<file path="src/design/alp_pkg.sv">
// Shared types and codes for the array-backed linked list.
// No dependencies; used by array_linked_list_positional.
package alp_pkg;

   typedef logic [1:0] status_type;

   localparam status_type ST_OK     = 2'd0;
   localparam status_type ST_BADPOS = 2'd1;
   localparam status_type ST_NOFREE = 2'd2;

   localparam logic FUNC_INSERT = 1'b0;
   localparam logic FUNC_DELETE = 1'b1;

   localparam int POS_W = 5;
   localparam int LEN_W = 5;
   localparam int VAL_W = 8;

endpackage

</file>
<file path="src/design/array_linked_list_positional.sv">
// Linked list of bytes kept in a node array, with a free list; top level.
// Depends on alp_pkg and alp_ram (link memory and data memory).
//
//   channel | direction | handshake            | payload
//   --------+-----------+----------------------+--------------------------------
//   req     | in        | req_valid/req_stall  | req_func, req_position, req_value
//   rsp     | out       | rsp_valid/rsp_stall  | rsp_status, rsp_list_length
//
// After reset the link memory is rebuilt as the free chain, one node per cycle,
// with req_stall high.
// A request walks position-1 links, one link-memory read per cycle; a good insert first pops
// and unlinks a free node, and a good insert or delete then splices its links before the
// response state. A bad position goes straight to the response state, and an insert with
// no free node goes there from the pop. The single link-memory read port sets the walk rate.
// The response waits in an output register; a new request is taken while it waits.
module array_linked_list_positional #(
   parameter int NODE_COUNT = 32
) (
   input  logic                              clock,
   input  logic                              reset,
   input  logic                              req_valid,
   output logic                              req_stall,
   input  logic                              req_func,
   input  logic [alp_pkg::POS_W-1:0]         req_position,
   input  logic [alp_pkg::VAL_W-1:0]         req_value,
   output logic                              rsp_valid,
   input  logic                              rsp_stall,
   output alp_pkg::status_type               rsp_status,
   output logic [alp_pkg::LEN_W-1:0]         rsp_list_length
);

   localparam int AW   = $clog2(NODE_COUNT);
   localparam int CMPW = ((AW > alp_pkg::POS_W) ? AW : alp_pkg::POS_W) + 1;

   localparam logic [AW-1:0] FREE_HEAD = '0;
   localparam logic [AW-1:0] DATA_HEAD = AW'(NODE_COUNT - 1);
   localparam logic [AW-1:0] MAX_COUNT = AW'(NODE_COUNT - 2);

   localparam logic [3:0] S_CLEAR      = 4'd0;
   localparam logic [3:0] S_IDLE       = 4'd1;
   localparam logic [3:0] S_INS_POP    = 4'd2;
   localparam logic [3:0] S_INS_UNLINK = 4'd3;
   localparam logic [3:0] S_WALK       = 4'd4;
   localparam logic [3:0] S_INS_SPLICE = 4'd5;
   localparam logic [3:0] S_INS_HOOK   = 4'd6;
   localparam logic [3:0] S_DEL_TAKE   = 4'd7;
   localparam logic [3:0] S_DEL_BYPASS = 4'd8;
   localparam logic [3:0] S_DEL_FREE   = 4'd9;
   localparam logic [3:0] S_DEL_HEAD   = 4'd10;
   localparam logic [3:0] S_RESP       = 4'd11;

   // Control state.
   logic [3:0]                  state_ff, state_in;
   logic [AW-1:0]               clear_ff, clear_in;
   logic [AW-1:0]               count_ff, count_in;
   logic                        rsp_valid_ff, rsp_valid_in;
   logic                        pending_ff, pending_in;

   // Per-request working registers.
   logic                        func_ff, func_in;
   logic [alp_pkg::VAL_W-1:0]   value_ff, value_in;
   logic [alp_pkg::POS_W-1:0]   steps_ff, steps_in;
   logic [AW-1:0]               walk_node_ff, walk_node_in;
   logic [AW-1:0]               prev_ff, prev_in;
   logic [AW-1:0]               node_ff, node_in;
   alp_pkg::status_type         status_ff, status_in;
   alp_pkg::status_type         rsp_status_ff, rsp_status_in;
   logic [alp_pkg::LEN_W-1:0]   rsp_length_ff, rsp_length_in;

   // Memory ports.
   logic                        link_we;
   logic [AW-1:0]               link_wa;
   logic [AW-1:0]               link_wd;
   logic [AW-1:0]               link_ra;
   logic [AW-1:0]               link_rd;
   logic                        data_we;

   logic [CMPW-1:0]             pos_ext;
   logic [CMPW-1:0]             cnt_ext;
   logic [AW:0]                 clear_next;
   logic [AW-1:0]               cur_node;
   logic                        rsp_free;

   alp_ram #(.WIDTH(AW), .DEPTH(NODE_COUNT)) u_link_ram (
      .clock   (clock),
      .wr_en   (link_we),
      .wr_addr (link_wa),
      .wr_data (link_wd),
      .rd_addr (link_ra),
      .rd_data (link_rd)
   );

   // Node bytes are stored but never read back by any request.
   alp_ram #(.WIDTH(alp_pkg::VAL_W), .DEPTH(NODE_COUNT)) u_data_ram (
      .clock   (clock),
      .wr_en   (data_we),
      .wr_addr (node_ff),
      .wr_data (value_ff),
      .rd_addr (FREE_HEAD),
      .rd_data ()
   );

   assign pos_ext    = CMPW'(req_position);
   assign cnt_ext    = CMPW'(count_ff);
   assign clear_next = {1'b0, clear_ff} + (AW + 1)'(1);
   // While walking, the link just read is the node to step from.
   assign cur_node   = pending_ff ? link_rd : walk_node_ff;
   assign rsp_free   = !(rsp_valid_ff && rsp_stall);

   always_comb begin
      state_in      = state_ff;
      clear_in      = clear_ff;
      count_in      = count_ff;
      pending_in    = pending_ff;
      func_in       = func_ff;
      value_in      = value_ff;
      steps_in      = steps_ff;
      walk_node_in  = walk_node_ff;
      prev_in       = prev_ff;
      node_in       = node_ff;
      status_in     = status_ff;
      rsp_status_in = rsp_status_ff;
      rsp_length_in = rsp_length_ff;
      rsp_valid_in  = rsp_valid_ff && rsp_stall;
      link_we       = 1'b0;
      link_wa       = '0;
      link_wd       = '0;
      link_ra       = FREE_HEAD;
      data_we       = 1'b0;

      unique case (state_ff)
         S_CLEAR: begin
            link_we  = 1'b1;
            link_wa  = clear_ff;
            link_wd  = (clear_next < (AW + 1)'(NODE_COUNT - 1)) ? clear_next[AW-1:0] : '0;
            clear_in = clear_next[AW-1:0];
            if (clear_ff == DATA_HEAD) begin
               state_in = S_IDLE;
            end
         end
         S_IDLE: begin
            if (req_valid) begin
               func_in      = req_func;
               value_in     = req_value;
               steps_in     = req_position - alp_pkg::POS_W'(1);
               walk_node_in = DATA_HEAD;
               pending_in   = 1'b0;
               if (req_func == alp_pkg::FUNC_INSERT) begin
                  if (req_position == '0 || pos_ext > cnt_ext + CMPW'(1)) begin
                     status_in = alp_pkg::ST_BADPOS;
                     state_in  = S_RESP;
                  end else begin
                     link_ra  = FREE_HEAD;
                     state_in = S_INS_POP;
                  end
               end else begin
                  if (req_position == '0 || pos_ext > cnt_ext) begin
                     status_in = alp_pkg::ST_BADPOS;
                     state_in  = S_RESP;
                  end else begin
                     state_in = S_WALK;
                  end
               end
            end
         end
         S_INS_POP: begin
            if (link_rd == FREE_HEAD) begin
               status_in = alp_pkg::ST_NOFREE;
               state_in  = S_RESP;
            end else begin
               node_in  = link_rd;
               link_ra  = link_rd;
               state_in = S_INS_UNLINK;
            end
         end
         S_INS_UNLINK: begin
            link_we  = 1'b1;
            link_wa  = FREE_HEAD;
            link_wd  = link_rd;
            data_we  = 1'b1;
            state_in = S_WALK;
         end
         S_WALK: begin
            link_ra = cur_node;
            if (steps_ff == '0) begin
               // The read issued now fetches the successor of the node before the spot.
               prev_in  = cur_node;
               state_in = (func_ff == alp_pkg::FUNC_INSERT) ? S_INS_SPLICE : S_DEL_TAKE;
            end else begin
               steps_in     = steps_ff - alp_pkg::POS_W'(1);
               walk_node_in = cur_node;
               pending_in   = 1'b1;
            end
         end
         S_INS_SPLICE: begin
            link_we  = 1'b1;
            link_wa  = node_ff;
            link_wd  = link_rd;
            state_in = S_INS_HOOK;
         end
         S_INS_HOOK: begin
            link_we   = 1'b1;
            link_wa   = prev_ff;
            link_wd   = node_ff;
            count_in  = count_ff + AW'(1);
            status_in = alp_pkg::ST_OK;
            state_in  = S_RESP;
         end
         S_DEL_TAKE: begin
            node_in  = link_rd;
            link_ra  = link_rd;
            state_in = S_DEL_BYPASS;
         end
         S_DEL_BYPASS: begin
            link_we  = 1'b1;
            link_wa  = prev_ff;
            link_wd  = link_rd;
            link_ra  = FREE_HEAD;
            state_in = S_DEL_FREE;
         end
         S_DEL_FREE: begin
            link_we  = 1'b1;
            link_wa  = node_ff;
            link_wd  = link_rd;
            state_in = S_DEL_HEAD;
         end
         S_DEL_HEAD: begin
            link_we   = 1'b1;
            link_wa   = FREE_HEAD;
            link_wd   = node_ff;
            count_in  = count_ff - AW'(1);
            status_in = alp_pkg::ST_OK;
            state_in  = S_RESP;
         end
         S_RESP: begin
            if (rsp_free) begin
               rsp_valid_in  = 1'b1;
               rsp_status_in = status_ff;
               rsp_length_in = alp_pkg::LEN_W'(count_ff);
               state_in      = S_IDLE;
            end
         end
         default: begin
            state_in = S_IDLE;
         end
      endcase
   end

   always_ff @(posedge clock) begin
      if (reset) begin
         state_ff     <= S_CLEAR;
         clear_ff     <= '0;
         count_ff     <= '0;
         rsp_valid_ff <= 1'b0;
         pending_ff   <= 1'b0;
      end else begin
         state_ff     <= state_in;
         clear_ff     <= clear_in;
         count_ff     <= count_in;
         rsp_valid_ff <= rsp_valid_in;
         pending_ff   <= pending_in;
      end
   end

   always_ff @(posedge clock) begin
      func_ff       <= func_in;
      value_ff      <= value_in;
      steps_ff      <= steps_in;
      walk_node_ff  <= walk_node_in;
      prev_ff       <= prev_in;
      node_ff       <= node_in;
      status_ff     <= status_in;
      rsp_status_ff <= rsp_status_in;
      rsp_length_ff <= rsp_length_in;
   end

   assign req_stall       = (state_ff != S_IDLE);
   assign rsp_valid       = rsp_valid_ff;
   assign rsp_status      = rsp_status_ff;
   assign rsp_list_length = rsp_length_ff;

   // The list never holds more than the nodes outside the two heads.
   assert property (@(posedge clock) disable iff (reset)
      count_ff <= MAX_COUNT)
      else $error("element count exceeds node capacity");

   // The free list runs dry exactly when the list is full.
   assert property (@(posedge clock) disable iff (reset)
      (state_ff == S_INS_POP) |-> ((link_rd == FREE_HEAD) == (count_ff == MAX_COUNT)))
      else $error("free list state disagrees with element count");

   // A node taken from the free list is never one of the heads.
   assert property (@(posedge clock) disable iff (reset)
      (state_ff == S_INS_UNLINK) |-> (node_ff != FREE_HEAD && node_ff != DATA_HEAD))
      else $error("allocated a head node");

   // The node unlinked by a delete is a real data node.
   assert property (@(posedge clock) disable iff (reset)
      (state_ff == S_DEL_TAKE) |-> (link_rd != FREE_HEAD && link_rd != DATA_HEAD))
      else $error("delete reached a head node");

   // A response is only loaded when the output register is free.
   assert property (@(posedge clock) disable iff (reset)
      (state_ff == S_RESP && rsp_valid_ff && rsp_stall) |=> (state_ff == S_RESP))
      else $error("response dropped while output stalled");

endmodule

</file>
<file path="src/design/alp_ram.sv">
// Generic single-write, single-read synchronous RAM with registered read data.
// No dependencies.
module alp_ram #(
   parameter int WIDTH = 8,
   parameter int DEPTH = 32
) (
   input  logic                     clock,
   input  logic                     wr_en,
   input  logic [$clog2(DEPTH)-1:0] wr_addr,
   input  logic [WIDTH-1:0]         wr_data,
   input  logic [$clog2(DEPTH)-1:0] rd_addr,
   output logic [WIDTH-1:0]         rd_data
);

   logic [WIDTH-1:0] mem [DEPTH];
   logic [WIDTH-1:0] rd_data_ff;

   always_ff @(posedge clock) begin
      if (wr_en) begin
         mem[wr_addr] <= wr_data;
      end
      rd_data_ff <= mem[rd_addr];
   end

   assign rd_data = rd_data_ff;

endmodule

</file>
<file path="config.mk">
export PLATFORM = sky130hd
export DESIGN_NAME = array_linked_list_positional
export DESIGN_NICKNAME = d
export VERILOG_FILES = /design/src/design/alp_pkg.sv /design/src/design/array_linked_list_positional.sv /design/src/design/alp_ram.sv
export SDC_FILE = /design/constraint.sdc
export NUM_CORES = 1
export LEC_CHECK = 0
export ABC_AREA = 1
export BUFFER_PORTS_ARGS = -buffer_cell sky130_fd_sc_hd__buf_2
export CELL_PAD_IN_SITES_DETAIL_PLACEMENT = 1
export CELL_PAD_IN_SITES_GLOBAL_PLACEMENT = 1
export CORE_MARGIN = 1
export CORE_UTILIZATION = 30
export CTS_CLUSTER_DIAMETER = 80
export CTS_CLUSTER_SIZE = 40
export DETAILED_ROUTE_END_ITERATION = 8
export GPL_TIMING_DRIVEN = 0
export PLACE_DENSITY = 0.64
export SLEW_MARGIN = 30
export SYNTH_ARGS = -nofsm -noshare
export SYNTH_HDL_FRONTEND = slang
export SYNTH_SLANG_ARGS = --single-unit
</file>
<file path="constraint.sdc">
create_clock -name clock -period 3.3 [get_ports clock]
set_input_delay 0.165 -clock clock [delete_from_list [all_inputs] [get_ports clock]]
set_output_delay 0.165 -clock clock [all_outputs]
set_load 0.01 [all_outputs]
</file>
==> reports/results.tsv, run 1 <==
stage	metric	value	unit
run_status	status	completed	
cts	Clock Latency Late Sink	490	ps
sta	Worst Skew	29.2	ps
cts	clk buf depth	3	
placed_design	Placed Cells	1563	
final_layout	commonest non-fill, non-tap cell in the layout	inv_1	
routing	Top Layer Used	met4	
synth	post-synthesis cell area	0.0103	mm²
min_path	HP Class	in -> reg	
routing	routed wl met2	14200	µm
critical_path	Critical Path End Type	flop	
final_layout	ant diodes	0	
sta	max_slew headroom	0.398	
floorplanning	DIE AREA	0.0351	mm²
floorplanning	Core Region	0.0336	mm²
global_route	GRT Overall Usage	0.168	
floorplanning	Die Y	187	µm
placed_design	HPWL Detailed	21400	µm
power	PwrDens	449	mW/mm²
floorplanning	# rows	67	
final_layout	Total Nets Final	1172	
synth	Synth Net Count	1127	
routing	via/cell ratio	4.88	
floorplanning	DIE WIDTH	187	µm
critical_path	Max FO, Critical Path	10	
global_route	largest net degree at the start of global routing	26	
cts	Root Driver	clkbuf_16	
cts	postcts setup bufs	0	
routing	Routed WL per cell	18.3	µm
sta	Fin. Hold Viols	0	
sta	fin crit period	2810	ps
routing	met3 WL post-DR	986	µm
routing	Initial DRC Count	448	
sta	fmax	0.356	GHz
final_layout	synthesis-to-finish area growth	13.7	%
final_layout	area of the multi-input gates	0.00319	mm²
synth	post-synthesis sequential area ratio	0.595	
floorplanning	# IOs	27	
routing	detailed-route via count	7762	
routing	DRT Pass-1 Iters	4	
cts	TritonCTS Sinks	211	
synth	syn avg cell area	9.44	µm²
sta	hold slack	72.4	ps
final_layout	Layout Cells excl Fill	1590	
synth	#FFs+latches synth	211	
sta	Final Cycle Share	0.852	
min_path	hold path depth	3	
sta	Final Setup Violations	0	
global_route	initial antenna violation count	0	
sta	setup_tns	0	ps
final_layout	proportion of layout cells with a drive suffix above 1	0.0867	
critical_path	CP required	3400	ps
critical_path	worst-case reg-to-reg path depth	9	
cts	Reg clk slew, reported paths	90	ps
placed_design	Port Buf Inserts	18	
sta	Worst Tran Pin Value	899	ps
global_route	vias in the first global route	7963	
cts	CTS tree	yes	
global_route	total gr overflow	0	
power	total power	0.00525	W
sta	Max Slew Vio Count	0	
critical_path	worst setup path class	reg -> reg	
sta	unrepaired setup endpoints after global routing	no	
final_layout	commonest cells after routing, fill and taps aside	inv_1 (214), edfxtp_1 (190), nand2_1 (184), nand3_1 (157), nand4_1 (82)	
global_route	first-pass GRT wire length	45600	µm
routing	Routed Antenna Nets	0	
routing	WL met1	13400	µm
critical_path	Worst EP arrival	2910	ps
final_layout	FF+latch area	0.00613	mm²
synth	count of different cell masters after synthesis	38	
synth	Post-Syn Instances	1090	
final_layout	fillers	3870	
cts	H-Tree Depth	1	
flow_run	max-cap violations	0	
critical_path	CP startpoint kind	flop	
power	maximum VDD drop	0.000256	V
placed_design	Placer Congestion	0.795	
floorplanning	Initial Util	0.306	
cts	CTS Buf Count	15	
cts	post-CTS sizing	0	
power	P_leak	4.82	nW
routing	detailed-route DRC error count	0	
routing	Routed WL	29100	µm
synth	Yosys warning count	0	
[final cells by class]
type,instances,area share
clock buffers,17,0.0344
repair buffers,28,0.0235
clock inverters,7,0.00813
plain buffers,49,0.0182
flip-flops and latches,211,0.524
multi-input cells,607,0.273
inverters,223,0.0715
well taps,448,0.0479
[layer usage]
layer / vias up / track usage
met5: - / 0
met4: 0 / 0.0438
met3: 32 / 0.0178
met2: 129 / 0.290
met1: 3850 / 0.225
li1: 3751 / -
[sequential cells by signal, indices dropped and copies added, names as in the netlist]
signal,count
status_ff,2
rsp_list_length,5
u_link_ram.mem,160
walk_node_ff,5
pending_ff,1
rsp_status,2
clear_ff,5
state_ff,4
u_link_ram.rd_data,5
rsp_valid,1
count_ff,5
func_ff,1
prev_ff,5
steps_ff,5
node_ff,5
[kinds of logic (layout without fill, tap and decap cells)]
kind of cell / count (synthesis) / after routing / share of synthesized area
fa+ha+maj: 19 / 19 / 0.0238
buf+inv: 272 / 324 / 0.102
mux: 2 / 2 / 0.00207
simple gates: 514 / 514 / 0.232
flops: 211 / 211 / 0.595
xor+xnor: 9 / 9 / 0.00766
compound gates: 63 / 63 / 0.0377
[final timing paths]
check	from	end	slack [ps]
max	state_ff[3]	u_link_ram.mem[1][2]	490
min	req_valid	func_ff	70
max reg2reg	state_ff[3]	u_link_ram.mem[1][2]	490
min reg2reg	status_ff[1]	rsp_status[1]	430
[through the flow]
stage / cell area, µm² / setup WS, ps / util
final: 11700 / 487 / 0.348
after global routing: 11700 / 328 / 0.348
after CTS: 11700 / 480 / 0.348
after detailed placement: 11200 / 516 / 0.332
after global placement: 10900 / -1730 / 0.326
after floorplan: 10300 / 793 / -
[what timing repair did]
action / 4_1_cts / 5_1_grt
endpoints found under the setup margin: 0 / 0
hold endpoints to repair: 3 / 0
hold buffers: 3 / 0
[Yosys cell counts]
master | n | area [µm²]
inv_1 | 214 | 803
edfxtp_1 | 190 | 5710
nand2_1 | 185 | 694
nand3_1 | 157 | 786
nand4_1 | 82 | 513
nor2_1 | 72 | 270
clkbuf_1 | 27 | 101
a21oi_1 | 25 | 125
dfxtp_1 | 21 | 420
buf_2 | 20 | 100
ha_1 | 18 | 225
o21ai_0 | 16 | 80.1
inv_2 | 8 | 30.0
nor3_1 | 6 | 30.0
o221ai_1 | 6 | 52.6
xnor2_1 | 5 | 43.8
nor2_2 | 4 | 25.0
xor2_1 | 4 | 35.0
nand2_2 | 3 | 18.8
nand3_2 | 3 | 30.0
o21ai_1 | 3 | 15.0
a211oi_1 | 2 | 15.0
a221oi_2 | 2 | 30.0
a31oi_1 | 2 | 12.5
o21ai_2 | 2 | 17.5
a22oi_1 | 1 | 7.51
buf_1 | 1 | 3.75
buf_4 | 1 | 7.51
clkinv_1 | 1 | 3.75
fa_1 | 1 | 20.0
mux2_2 | 1 | 11.3
mux2i_1 | 1 | 10.0
nor2_4 | 1 | 11.3
nor4_1 | 1 | 6.26
o21a_1 | 1 | 7.51
o21bai_1 | 1 | 7.51
o22a_1 | 1 | 8.76
o311ai_1 | 1 | 8.76
[report_power, final]
part	internal (W)	switching (W)	total, W
sequential	0.00296	0.0000230	0.00298
clock	0.000992	0.000988	0.00198
combinational	0.0000907	0.000200	0.000291
[worst max-delay path, stage by stage, from the launching register on]
cell	delay, ps
dfxtp_1	400
inv_2	70
nand2_1	180
nor2_2	90
buf_2	180
nand2_1	80
o21ai_0	80
a21oi_1	320
nand2_1	480
nor2_1	550
Power figures use the tool's default switching activity.
==> run 2: changes to the inputs <==
Settings changed: ABC_AREA 1 to default, PLACE_DENSITY 0.64 to 0.62.
==> run 2 against run 1 <==
Against the previous run:
- count of clock-buffer cells in the layout down 3
- die area down 7.6%
- sequential share of layout area up 4.6 points
- via count down 20%
- area after synthesis down 7.7%
- critical path depth down 2
- utilization about the same
- final cell count down 22%
- clock power down 8%
- cell area down 8.1%
- sequential cell count unchanged
- largest cell class unchanged
- largest power group unchanged
==> reports/results.tsv, run 2 <==
stage	metric	value	unit	change
synth	commonest cells in the synthesized netlist	edfxtp_1 (190), nand2_1 (163), nor2_1 (60)		
run_status	status	completed		
routing	Routed Antenna Nets	0		unchanged
power	P_leak	3.59	nW	-26%
min_path	Worst Min Path Start	req_valid		
synth	Post-Syn Instances	793		-27%
routing	Top Layer Used	met4		
critical_path	Critical Path End Type	flop		
floorplanning	Die Y	180	µm	-3.9%
flow_run	max-cap violations	0		unchanged
global_route	largest net degree at the start of global routing	34		+31%
floorplanning	DIE AREA	0.0324	mm²	-7.6%
final_layout	commonest cells after routing, fill and taps aside	edfxtp_1 (190), nand2_1 (161), a21oi_1 (59), nor2_1 (40), mux2i_1 (38)		
routing	WL met1	11700	µm	-12%
cts	Clock Latency Late Sink	510	ps	+20 ps
synth	syn avg cell area	12.0	µm²	+27%
power	Switch Pwr	0.00116	W	-4.3%
power	PwrDens	470	mW/mm²	+4.6%
sta	Fin. Hold Viols	0		unchanged
critical_path	CP startpoint kind	flop		
synth	Synth area leader	edfxtp_1		
final_layout	proportion of layout cells with a drive suffix above 1	0.128		+0.0414
final_layout	synthesis-to-finish area growth	13.1	%	
min_path	Hold Path End	state_ff[0]		
synth	top-area cell type share of the netlist area	0.600		+0.0462
sta	Max Slew Vio Count	0		unchanged
synth	post-synthesis sequential area ratio	0.645		+0.0496
floorplanning	Initial Util	0.307		+0.00119
critical_path	CP required	3420	ps	+20 ps
synth	post-synthesis cell area	0.00950	mm²	-7.7%
routing	routed wl met2	11700	µm	-18%
synth	Synth Net Count	830		-26%
min_path	hold path depth	4		+1
critical_path	R2R setup slack	130	ps	-350 ps
cts	TritonCTS Sinks	211		unchanged
floorplanning	# IOs	27		unchanged
cts	clk buf depth	3		unchanged
synth	main combinational cell family by area after synthesis	simple AND/OR/NAND/NOR gates		
routing	detailed-route DRC error count	0		unchanged
critical_path	Max FO, Critical Path	10		unchanged
cts	CTS Buf Count	13		-2
synth	Yosys warning count	0		unchanged
critical_path	startpoint of the worst register-to-register path	state_ff[2]		
routing	detailed-route via count	6232		-20%
routing	met3 WL post-DR	837	µm	-15%
global_route	total gr overflow	0		unchanged
routing	via/cell ratio	5.03		+3.0%
cts	H-Tree Depth	1		unchanged
synth	mux share of post-synthesis cell area	0.0475		+0.0455
synth	#FFs+latches synth	211		unchanged
power	Reg power frac	0.593		+0.025
routing	Routed WL per cell	19.8	µm	+7.9%
final_layout	commonest non-fill, non-tap cell in the layout	edfxtp_1		
floorplanning	# rows	64		-4.5%
global_route	GRT Overall Usage	0.152		-0.0164
sta	Final Setup Violations	0		unchanged
synth	count of different cell masters after synthesis	56		+47%
sta	Worst Skew	44.0	ps	+14.7 ps
routing	Initial DRC Count	424		-5.4%
synth	XOR/XNOR Fraction of Synth Area	0.0155		+0.00788
sta	fmax	0.316	GHz	-11%
synth	async set-reset flop share out of synthesis	0		unchanged
synth	EDFF count, synth	190		unchanged
synth	simple-gate area share of the yosys netlist	0.146		-0.0854
synth	Area contributors post-synth	edfxtp_1 (60%), nand2_1 (6.4%), dfxtp_1 (4.4%)		
synth	most frequent cell after synthesis	edfxtp_1		
floorplanning	Core Region	0.0309	mm²	-8.1%
critical_path	FF-to-FF End	u_link_ram.mem[1][2]		
synth	Main synth FF type	edfxtp_1		
sta	Final Cycle Share	0.960		+0.107
synth	Synth Area in Compound Gates	0.0940		+0.0563
power	Comb pwr share	0.045		-0.010
cts	Root Driver	clkbuf_16		
critical_path	worst setup path class	reg -> reg		
sta	unrepaired setup endpoints after global routing	yes		
critical_path	Worst EP arrival	3290	ps	+380 ps
routing	Routed WL	24500	µm	-16%
min_path	HP Class	in -> reg		
sta	hold slack	62.4	ps	-9.97 ps
final_layout	Total Nets Final	873		-26%
global_route	initial antenna violation count	1		+1
placed_design	Port Buf Inserts	18		unchanged
final_layout	Largest register FFs	160		unchanged
sta	fin crit period	3170	ps	+354 ps
sta	setup_tns	0	ps	unchanged
final_layout	fillers	3367		-13%
power	clock share of power	0.362		-0.015
power	maximum VDD drop	0.000269	V	+5.1%
sta	Worst Tran Pin Value	789	ps	-110 ps
global_route	vias in the first global route	6486		-19%
placed_design	HPWL Detailed	17200	µm	-20%
cts	CTS tree	yes		
sta	max_slew headroom	0.474		+0.0755
power	Int Power	0.00389	W	-3.8%
cts	Reg clk slew, reported paths	80	ps	about the same
floorplanning	DIE WIDTH	180	µm	-3.9%
critical_path	worst-case reg-to-reg path depth	7		-2
final_layout	largest register by flop count	u_link_ram.mem		
synth	area share of fa/ha/maj cells after synthesis	0.0258		+0.00199
routing	DRT Pass-1 Iters	5		+1
power	Switching Fraction	0.229		-0.000983
global_route	first-pass GRT wire length	38000	µm	-17%
placed_design	Placer Congestion	0.798		+0.33%
run 2: changes by cell type after synthesis, sizes merged, moves of 7 or more:
| cell | change |
|---|---|
| inv | -203 |
| nor2b | +8 |
| nor2 | -16 |
| a21o | +9 |
| nand3 | -126 |
| mux2i | +37 |
| nand2 | -24 |
| clkbuf | -11 |
| o22ai | +9 |
| a21oi | +35 |
| nand4 | -76 |
| or3 | +7 |
run 2: what timing repair did:
action                                  CTS  global route
buffers inserted                          0             5
hold buffers                              3             0
endpoints found under the setup margin   65           126
cloned                                    0             0
pin swaps                                 0             2
resized for setup                         6            17
hold endpoints to repair                  6             0
run 2: metrics by stage:
step                      instance area, µm²  power, W   util  setup slack [ps]  cells
final                                  10700   0.00505  0.348               133   1240
after global routing                   10700   0.00521  0.348             -70.9   1239
after detailed placement               10200   0.00327  0.329              -140   1209
after global placement                 10100   0.00325  0.326             -2790   1207
after CTS                              10700   0.00510  0.345              -130   1234
after floorplan                         9500   0.00315      -             -67.3    793
run 2: critical path: stages (launching register included):
cell,delay (ps)
dfxtp_1,390
clkbuf_1,360
nor2b_1,290
nor2_1,100
nor2_1,440
a221o_1,330
nand2_1,380
nor2_1,510
run 2: power by group through the flow:
stage | registers (W) | logic [W] | clock network, W
after floorplan | 0.00304 | 0.000104 | 0
after global placement | 0.00306 | 0.000187 | 0
after detailed placement | 0.00305 | 0.000220 | 0
after CTS | 0.00299 | 0.000226 | 0.00188
after global routing | 0.00300 | 0.000249 | 0.00196
final | 0.00299 | 0.000226 | 0.00183
run 2: layout make-up:
type                    count  area [µm²]  share of cell area
repair buffers             28         213              0.0198
multi-input cells         531        3210               0.299
diodes                      1        2.50            0.000233
inverters                  19        71.3             0.00664
well taps                 396         495              0.0461
clock inverters             8         123              0.0114
flip-flops and latches    211        6130               0.570
clock buffers              14         329              0.0306
plain buffers              32         176              0.0164
run 2: cells by family (layout without fill, tap and decap cells):
kind of cell | Yosys count | after routing
other cells | 0 | 1
compound gates | 138 | 138
xor+xnor | 16 | 16
simple gates | 314 | 314
fa+ha+maj | 19 | 19
buf+inv | 51 | 101
flops | 211 | 211
mux | 44 | 44
run 2: metal layers:
layer	vias up	GRT usage
li1	2985	-
met1	3149	0.209
met2	76	0.255
met3	22	0.0197
met4	0	0.0348
met5	-	0
run 2: worst max-delay path by stage:
stage,from,endpoint,slack (ps),cells after the start
after floorplan,clear_ff[0],u_link_ram.mem[0][0],-70,8
after global placement,clear_ff[0],u_link_ram.mem[29][1],-2790,8
after detailed placement,state_ff[2],u_link_ram.mem[6][4],-140,8
after CTS,state_ff[2],u_link_ram.mem[22][1],-130,8
after global routing,state_ff[2],u_link_ram.mem[29][1],-70,7
final,state_ff[2],u_link_ram.mem[1][2],130,7
